File: src/ftp_rpl_pkg.sv
package ftp_rpl_pkg;

    localparam int unsigned BYTE_W   = 8;
    localparam int unsigned CODE_W   = 10;
    localparam int unsigned IP_W     = 32;
    localparam int unsigned PORT_W   = 16;
    localparam int unsigned ADDR_TOK = 6;

    localparam logic [CODE_W-1:0] PASV_CODE = 10'd227;

    localparam logic [BYTE_W-1:0] CH_DASH  = 8'h2D;
    localparam logic [BYTE_W-1:0] CH_CR    = 8'h0D;
    localparam logic [BYTE_W-1:0] CH_LF    = 8'h0A;
    localparam logic [BYTE_W-1:0] CH_OPEN  = 8'h28;
    localparam logic [BYTE_W-1:0] CH_CLOSE = 8'h29;
    localparam logic [BYTE_W-1:0] CH_COMMA = 8'h2C;
    localparam logic [BYTE_W-1:0] CH_ZERO  = 8'h30;
    localparam logic [BYTE_W-1:0] CH_NINE  = 8'h39;

    // Position of the byte within the parentheses of a passive reply
    typedef enum logic [1:0] {
        PAREN_BEFORE = 2'd0,
        PAREN_INSIDE = 2'd1,
        PAREN_AFTER  = 2'd2
    } t_paren;

endpackage

File: src/ftp_rpl_byte_if.sv
interface ftp_rpl_byte_if;
    import ftp_rpl_pkg::*;

    logic              valid;
    logic              ready;
    logic [BYTE_W-1:0] rx_byte;

    modport source (output valid, output rx_byte, input ready);
    modport sink   (input valid, input rx_byte, output ready);
endinterface

File: src/ftp_rpl_res_if.sv
interface ftp_rpl_res_if;
    import ftp_rpl_pkg::*;

    logic              valid;
    logic              ready;
    logic [CODE_W-1:0] reply_code;
    logic              code_ok;
    logic              is_passive;
    logic              addr_ok;
    logic [IP_W-1:0]   host_ip;
    logic [PORT_W-1:0] host_port;

    modport source (
        output valid, output reply_code, output code_ok, output is_passive,
        output addr_ok, output host_ip, output host_port, input ready
    );
    modport sink (
        input valid, input reply_code, input code_ok, input is_passive,
        input addr_ok, input host_ip, input host_port, output ready
    );
endinterface

File: src/ftp_reply_line_parser.sv
// FTP control reply parser.
// i_rx carries the control-channel byte stream, one byte per transfer.
// o_res carries one result per completed reply line (at its LF): the reply
// code, a digits flag, the passive flag and, for a 227 reply, the IPv4
// address and port found between the parentheses.
// Lines shorter than three characters and continuation lines ("xyz-")
// produce no result.
// Throughput: one byte per cycle while i_rx.ready is high. Each byte updates
// the line state in the cycle it is taken; the result of an LF sits in the
// output register in the cycle after the LF transfer.
// The output register decouples the two sides: a new byte is taken while a
// result waits as long as o_res.ready is high; while a waiting result is
// stalled by o_res.ready low, i_rx.ready stays low for every byte.
// Reset (synchronous, active low) clears the line state and drops any
// pending result; the first byte after reset starts a new line.
module ftp_reply_line_parser (
    input  logic             i_clk,
    input  logic             i_rst_n,
    ftp_rpl_byte_if.sink     i_rx,
    ftp_rpl_res_if.source    o_res
);
    import ftp_rpl_pkg::*;

    // line state
    logic [2:0]        r_pos,       n_pos;
    logic [CODE_W-1:0] r_code,      n_code;
    logic              r_code_good, n_code_good;
    logic              r_cont,      n_cont;
    logic              r_cr,        n_cr;
    t_paren            r_paren,     n_paren;
    logic [2:0]        r_tok_idx,   n_tok_idx;
    logic [8:0]        r_tok_val,   n_tok_val;
    logic              r_tok_on,    n_tok_on;
    logic [7:0]        r_tok [ADDR_TOK];
    logic [7:0]        n_tok [ADDR_TOK];
    logic              r_addr_err,  n_addr_err;

    // result register
    logic              r_out_valid, n_out_valid;
    logic [CODE_W-1:0] r_res_code,  n_res_code;
    logic              r_res_cok,   n_res_cok;
    logic              r_res_pasv,  n_res_pasv;
    logic              r_res_aok,   n_res_aok;
    logic [IP_W-1:0]   r_res_ip,    n_res_ip;
    logic [PORT_W-1:0] r_res_port,  n_res_port;

    logic              rx_take;
    logic [BYTE_W-1:0] b;
    logic              is_digit;
    logic [3:0]        digit;
    logic [13:0]       code_mul;
    logic [12:0]       tok_mul;
    logic              close_tok;
    logic              too_short;
    logic              drop_line;
    logic              cok;
    logic              pasv;
    logic              aok;

    assign i_rx.ready = !r_out_valid || o_res.ready;
    assign rx_take    = i_rx.valid && i_rx.ready;

    assign b        = i_rx.rx_byte;
    assign is_digit = (b >= CH_ZERO) && (b <= CH_NINE);
    assign digit    = b[3:0];
    assign code_mul = {1'b0, r_code, 3'b000} + {3'b000, r_code, 1'b0} + {10'd0, digit};
    assign tok_mul  = {1'b0, r_tok_val, 3'b000} + {3'b000, r_tok_val, 1'b0}
                    + {9'd0, digit};

    // line completion checks
    assign too_short = (r_pos < 3'd3) || ((r_pos == 3'd3) && r_cr);
    assign drop_line = too_short || r_cont;
    assign cok       = r_code_good;
    assign pasv      = cok && (r_code == PASV_CODE);
    assign aok       = pasv && (r_paren == PAREN_AFTER) && !r_addr_err
                     && (r_tok_idx >= 3'(ADDR_TOK));

    // a comma or the closing parenthesis ends the current token
    assign close_tok = (r_paren == PAREN_INSIDE) && r_tok_on
                     && ((b == CH_COMMA) || (b == CH_CLOSE));

    // next line state and result
    always_comb begin
        n_pos       = r_pos;
        n_code      = r_code;
        n_code_good = r_code_good;
        n_cont      = r_cont;
        n_cr        = r_cr;
        n_paren     = r_paren;
        n_tok_idx   = r_tok_idx;
        n_tok_val   = r_tok_val;
        n_tok_on    = r_tok_on;
        n_tok       = r_tok;
        n_addr_err  = r_addr_err;

        n_out_valid = r_out_valid && !o_res.ready;
        n_res_code  = r_res_code;
        n_res_cok   = r_res_cok;
        n_res_pasv  = r_res_pasv;
        n_res_aok   = r_res_aok;
        n_res_ip    = r_res_ip;
        n_res_port  = r_res_port;

        if (rx_take) begin
            if (b == CH_LF) begin
                // emit the line result, then start a fresh line
                if (!drop_line) begin
                    n_out_valid = 1'b1;
                    n_res_code  = cok ? r_code : '0;
                    n_res_cok   = cok;
                    n_res_pasv  = pasv;
                    n_res_aok   = aok;
                    n_res_ip    = aok ? {r_tok[0], r_tok[1], r_tok[2], r_tok[3]} : '0;
                    n_res_port  = aok ? {r_tok[4], r_tok[5]} : '0;
                end
                n_pos       = '0;
                n_code      = '0;
                n_code_good = 1'b1;
                n_cont      = 1'b0;
                n_cr        = 1'b0;
                n_paren     = PAREN_BEFORE;
                n_tok_idx   = '0;
                n_tok_val   = '0;
                n_tok_on    = 1'b0;
                for (int k = 0; k < ADDR_TOK; k++) begin
                    n_tok[k] = '0;
                end
                n_addr_err  = 1'b0;
            end else begin
                // reply code and continuation mark
                if (r_pos < 3'd3) begin
                    if (is_digit) begin
                        n_code = code_mul[CODE_W-1:0];
                    end else begin
                        n_code_good = 1'b0;
                    end
                end else if ((r_pos == 3'd3) && (b == CH_DASH)) begin
                    n_cont = 1'b1;
                end

                // passive address tokens
                unique case (r_paren)
                    PAREN_BEFORE: begin
                        if (b == CH_OPEN) begin
                            n_paren = PAREN_INSIDE;
                        end
                    end
                    PAREN_INSIDE: begin
                        if (is_digit) begin
                            n_tok_val = (tok_mul > 13'd256) ? 9'd256 : tok_mul[8:0];
                            n_tok_on  = 1'b1;
                        end else if ((b == CH_COMMA) || (b == CH_CLOSE)) begin
                            if (b == CH_CLOSE) begin
                                n_paren = PAREN_AFTER;
                            end
                            if (close_tok) begin
                                if (r_tok_val[8]) begin
                                    n_addr_err = 1'b1;
                                end
                                for (int k = 0; k < ADDR_TOK; k++) begin
                                    if (r_tok_idx == 3'(k)) begin
                                        n_tok[k] = r_tok_val[7:0];
                                    end
                                end
                                if (r_tok_idx != 3'd7) begin
                                    n_tok_idx = r_tok_idx + 3'd1;
                                end
                                n_tok_val = '0;
                                n_tok_on  = 1'b0;
                            end
                        end else begin
                            n_addr_err = 1'b1;
                        end
                    end
                    default: begin
                    end
                endcase

                n_cr = (b == CH_CR);
                if (r_pos != 3'd7) begin
                    n_pos = r_pos + 3'd1;
                end
            end
        end
    end

    // hold state and result registers
    always_ff @(posedge i_clk) begin
        if (!i_rst_n) begin
            r_pos       <= '0;
            r_code      <= '0;
            r_code_good <= 1'b1;
            r_cont      <= 1'b0;
            r_cr        <= 1'b0;
            r_paren     <= PAREN_BEFORE;
            r_tok_idx   <= '0;
            r_tok_val   <= '0;
            r_tok_on    <= 1'b0;
            for (int k = 0; k < ADDR_TOK; k++) begin
                r_tok[k] <= '0;
            end
            r_addr_err  <= 1'b0;
            r_out_valid <= 1'b0;
        end else begin
            r_pos       <= n_pos;
            r_code      <= n_code;
            r_code_good <= n_code_good;
            r_cont      <= n_cont;
            r_cr        <= n_cr;
            r_paren     <= n_paren;
            r_tok_idx   <= n_tok_idx;
            r_tok_val   <= n_tok_val;
            r_tok_on    <= n_tok_on;
            r_tok       <= n_tok;
            r_addr_err  <= n_addr_err;
            r_out_valid <= n_out_valid;
        end
    end

    // result payload, no reset needed
    always_ff @(posedge i_clk) begin
        r_res_code <= n_res_code;
        r_res_cok  <= n_res_cok;
        r_res_pasv <= n_res_pasv;
        r_res_aok  <= n_res_aok;
        r_res_ip   <= n_res_ip;
        r_res_port <= n_res_port;
    end

    assign o_res.valid      = r_out_valid;
    assign o_res.reply_code = r_res_code;
    assign o_res.code_ok    = r_res_cok;
    assign o_res.is_passive = r_res_pasv;
    assign o_res.addr_ok    = r_res_aok;
    assign o_res.host_ip    = r_res_ip;
    assign o_res.host_port  = r_res_port;

endmodule

File: src/flat_wrapper.sv
// flat-port wrapper written by rule: the top's interface ports become plain ports
module ftp_reply_line_parser_flat import ftp_rpl_pkg::*;
  (i_clk, i_rst_n, i_rx_valid, i_rx_rx_byte, i_rx_ready, o_res_valid, o_res_reply_code, o_res_code_ok, o_res_is_passive, o_res_addr_ok, o_res_host_ip, o_res_host_port, o_res_ready);
  ftp_rpl_byte_if i_rx_i ();
  ftp_rpl_res_if o_res_i ();
  input  logic i_clk;
  input  logic i_rst_n;
  input wire logic [$bits(i_rx_i.valid)-1:0] i_rx_valid;
  input wire logic [$bits(i_rx_i.rx_byte)-1:0] i_rx_rx_byte;
  output wire logic [$bits(i_rx_i.ready)-1:0] i_rx_ready;
  output wire logic [$bits(o_res_i.valid)-1:0] o_res_valid;
  output wire logic [$bits(o_res_i.reply_code)-1:0] o_res_reply_code;
  output wire logic [$bits(o_res_i.code_ok)-1:0] o_res_code_ok;
  output wire logic [$bits(o_res_i.is_passive)-1:0] o_res_is_passive;
  output wire logic [$bits(o_res_i.addr_ok)-1:0] o_res_addr_ok;
  output wire logic [$bits(o_res_i.host_ip)-1:0] o_res_host_ip;
  output wire logic [$bits(o_res_i.host_port)-1:0] o_res_host_port;
  input wire logic [$bits(o_res_i.ready)-1:0] o_res_ready;
  assign i_rx_i.valid = i_rx_valid;
  assign i_rx_i.rx_byte = i_rx_rx_byte;
  assign i_rx_ready = i_rx_i.ready;
  assign o_res_valid = o_res_i.valid;
  assign o_res_reply_code = o_res_i.reply_code;
  assign o_res_code_ok = o_res_i.code_ok;
  assign o_res_is_passive = o_res_i.is_passive;
  assign o_res_addr_ok = o_res_i.addr_ok;
  assign o_res_host_ip = o_res_i.host_ip;
  assign o_res_host_port = o_res_i.host_port;
  assign o_res_i.ready = o_res_ready;
  ftp_reply_line_parser u_core (.i_clk(i_clk), .i_rst_n(i_rst_n), .i_rx(i_rx_i), .o_res(o_res_i));
endmodule
File: config.mk
export PLATFORM = sky130hd
export DESIGN_NAME = ftp_reply_line_parser_flat
export DESIGN_NICKNAME = d
export VERILOG_FILES = /design/src/ftp_rpl_pkg.sv /design/src/ftp_rpl_byte_if.sv /design/src/ftp_rpl_res_if.sv /design/src/ftp_reply_line_parser.sv /design/src/flat_wrapper.sv
export SDC_FILE = /design/constraint.sdc
export NUM_CORES = 1
export LEC_CHECK = 0
export BUFFER_PORTS_ARGS = -buffer_cell sky130_fd_sc_hd__buf_2
export CAP_MARGIN = 20
export CORE_ASPECT_RATIO = 2
export CORE_UTILIZATION = 45
export CTS_CLUSTER_DIAMETER = 150
export DETAILED_ROUTE_END_ITERATION = 12
export MAX_ROUTING_LAYER = met4
export PLACE_DENSITY = 0.75
export SYNTH_ARGS = -nofsm -noshare
export SYNTH_HDL_FRONTEND = slang
export SYNTH_SLANG_ARGS = --single-unit
File: constraint.sdc
create_clock -name i_clk -period 7.61 [get_ports i_clk]
set_input_delay 1.522 -clock i_clk [delete_from_list [all_inputs] [get_ports i_clk]]
set_output_delay 1.522 -clock i_clk [all_outputs]
set_load 0.05 [all_outputs]
==> flow_summary.yaml <==
clock_network:
  cts_max_path_buffers: 3
  h-tree-depth: 4
  cts_tree: "done"
  clk_pin_slew_ns: 0.05
  clockRootBuffer: "clkbuf_16"
  cts.repair.resized: 0
  cts.sinks: 142
  cts_hold_buf: 0
  post_cts_buffers: 0
  clk_latency_ns: 0.45
  cts_buffers: 25
timing:
  worstMarginPinSlew_ns: 1.03
  holdWs_ns: 0.510
  rsz0062_at_grt: "no"
  relSlewSlack_pct: 31.6
  fin_ws_ns: 3.43
  hold_viol: 0
  drv_slew: 0
  clock.fmax_mhz: 239
  fin_skew_ns: 0.0166
  fin_setup_tns_ns: 0
  setup_viol: 0
  post-route-period-util_pct: 54.9
  finalCriticalPeriod_ns: 4.18
detailed_routing:
  vias: 4676
  detail-route-antenna-nets: 0
  drtPass1Iterations: 4
  routedWlPerCell_um: 15.7
  drc: 0
  drt-initial-drc-count: 196
  via_per_inst: 5.31
  wl_mm: 13.8
worst_setup_path:
  end_kind: "flip-flop"
  worstSetupPathType: "in -> reg"
  worstPathMaxFanout: 8
  reg2reg_setup_slack_ns: 4.33
  startpoint_type: "primary input"
  crit_required_ns: 7.94
  arrival_ns: 4.51
min_path:
  hold_class: "reg -> reg"
place:
  preCtsSetupSlack_ns: 2.98
  gp_congestion: 0.855
  dpl.hpwl_mm: 10.2
  portBuffers: 74
finish:
  antenna_cells: 0
  layout_commonest_cell: "dfxtp_1"
  final_layout_size_suffix_gt1_share_pct: 17.5
  area_growth_pct: 18.1
  most-common-layout-cells: "81 x dfxtp_1, 74 x buf_2, 66 x nor2b_1, 65 x and2_1, 61 x edfxtp_1"
  fillers: 1242
  finalNetCount: 735
grt:
  grt_pass1_vias: 4747
  grt_max_degree: 77
  antenna_found_initial: 0
  grt-ovfl-total: 0
  grt_pass1_wl_mm: 22.6
  grt.total_usage_pct: 19.3
synthesis:
  synthDistinctLibCells: 66
  synth_edf_count: 61
  ys_seq_elements: 142
  synthesis.nets: 656
  syn_inst: 600
  synth_flop_cell: "dfxtp_1"
  yosysWarnings: 0
  mappedNetlistArea_mm2: 0.00677
  seq_area_frac_synth_pct: 51.0
  ys_async_sr_fraction_pct: 0
  post_synth.cell_area_avg_um2: 11.3
floorplan:
  num_rows: 63
  dieHeight_um: 175
  start_util_pct: 45.9
  die_w_um: 88.8
  core-area_mm2: 0.0147
  ioPinCount: 75
  die-area_mm2: 0.0156
status:
  status: "finished, final reports clean"
power:
  leakagePower_nw: 3.69
  peakVddDrop_v: 0.000104
  cellPowerDensity_mw_per_mm2: 219
job:
  cap_violations: 0
[layout make-up]
| type | count | area [µm²] | share of cell area [%] |
|---|---|---|---|
| Timing Repair Buffer | 76 | 405 | 5.07 |
| Tap cell | 195 | 244 | 3.05 |
| Inverter | 17 | 63.8 | 0.797 |
| Multi-Input combinational cell | 417 | 3150 | 39.4 |
| Sequential cell | 142 | 3450 | 43.2 |
| Clock inverter | 4 | 45.0 | 0.563 |
| Clock buffer | 29 | 641 | 8.01 |
[registers in the layout, summed over array words and instances, names as in the netlist]
signal / count
u_core.r_paren: 2
u_core.o_res.host_port: 16
u_core.r_pos: 3
u_core.r_tok_val: 9
u_core.o_res.code_ok: 1
u_core.r_tok_idx: 3
u_core.o_res.host_ip: 32
u_core.r_cr: 1
u_core.o_res.addr_ok: 1
u_core.cok: 1
u_core.r_tok_on: 1
u_core.o_res.reply_code: 10
u_core.r_cont: 1
u_core.r_code: 10
u_core.r_addr_err: 1
u_core.r_tok: 48
u_core.o_res.valid: 1
u_core.o_res.is_passive: 1
[per-layer routing]
metal	share of wire (%)	track usage, %
met1	36	19.2
met2	57	35.3
met3	3.4	2.87
met4	3.3	9.41
met5	0	-
[path summary, 6_finish.rpt]
kind	cells after the start	from	end
max reg2reg	11	u_core.r_tok_val[0]	u_core.r_tok_val[2]
max	12	i_rx_rx_byte[3]	u_core.r_tok_val[2]
min	2	u_core.r_tok[41]	u_core.r_tok[41]
min reg2reg	2	u_core.r_tok[41]	u_core.r_tok[41]
[power by group]
part | internal, W | total, W | switching (W)
Clock | 0.000620 | 0.000928 | 0.000308
Sequential | 0.000791 | 0.000793 | 0.00000239
Combinational | 0.0000145 | 0.0000349 | 0.0000204
Total | 0.00142 | 0.00176 | 0.000331
[cell families after synthesis]
logic type	Yosys count	synth area share (%)
simple gates	229	20.1
flops	142	51.0
buf+inv	41	2.70
fa+ha+maj	44	8.57
mux	42	6.21
compound gates	87	9.48
xor+xnor	15	1.94
[cells in the mapped netlist (2+ instances only)]
master | count | area, µm²
a21boi_0 | 2 | 15.0
a21boi_1 | 2 | 15.0
a21o_1 | 7 | 52.6
a21oi_1 | 17 | 85.1
a22oi_1 | 14 | 105
a31oi_1 | 2 | 12.5
a32o_1 | 4 | 40.0
and2_1 | 65 | 407
and3_1 | 3 | 18.8
buf_2 | 2 | 10.0
buf_6 | 3 | 33.8
clkbuf_1 | 18 | 67.6
dfxtp_1 | 81 | 1620
edfxtp_1 | 61 | 1830
fa_1 | 4 | 80.1
ha_1 | 40 | 500
inv_1 | 17 | 63.8
mux2i_1 | 42 | 420
nand2_1 | 25 | 93.8
nand2_2 | 3 | 18.8
nand2b_1 | 6 | 37.5
nand3_1 | 7 | 35.0
nand3b_1 | 2 | 15.0
nand4_1 | 6 | 37.5
nor2_1 | 16 | 60.1
nor2b_1 | 66 | 413
nor3_1 | 9 | 45.0
nor4_1 | 3 | 18.8
o211ai_1 | 4 | 30.0
o21a_1 | 4 | 30.0
o21ai_0 | 8 | 40.0
o21ai_1 | 2 | 10.0
o31ai_1 | 4 | 30.0
or3_1 | 6 | 37.5
xnor2_1 | 8 | 70.1
xor2_1 | 7 | 61.3
[critical path, stage by stage]
cell	delay [ns]
buf_2	0.18
inv_1	0.10
fa_1	0.59
inv_1	0.06
ha_1	0.31
a211oi_1	0.36
o211ai_1	0.16
a31o_2	0.25
a21oi_1	0.27
xnor2_1	0.17
and3b_1	0.25
a32o_1	0.27
[through the flow]
step	utilization, %	area [µm²]	total power, W	std cells
2_1_floorplan	-	6770	0.000832	600
5_1_grt	54.3	8000	0.00181	880
4_1_cts	54.1	7970	0.00177	879
3_5_place_dp	49.4	7290	0.000843	846
3_3_place_gp	49.4	7290	0.000841	846
6_report	54.3	8000	0.00176	880
Note: power is estimated with default switching activity, not from simulation.
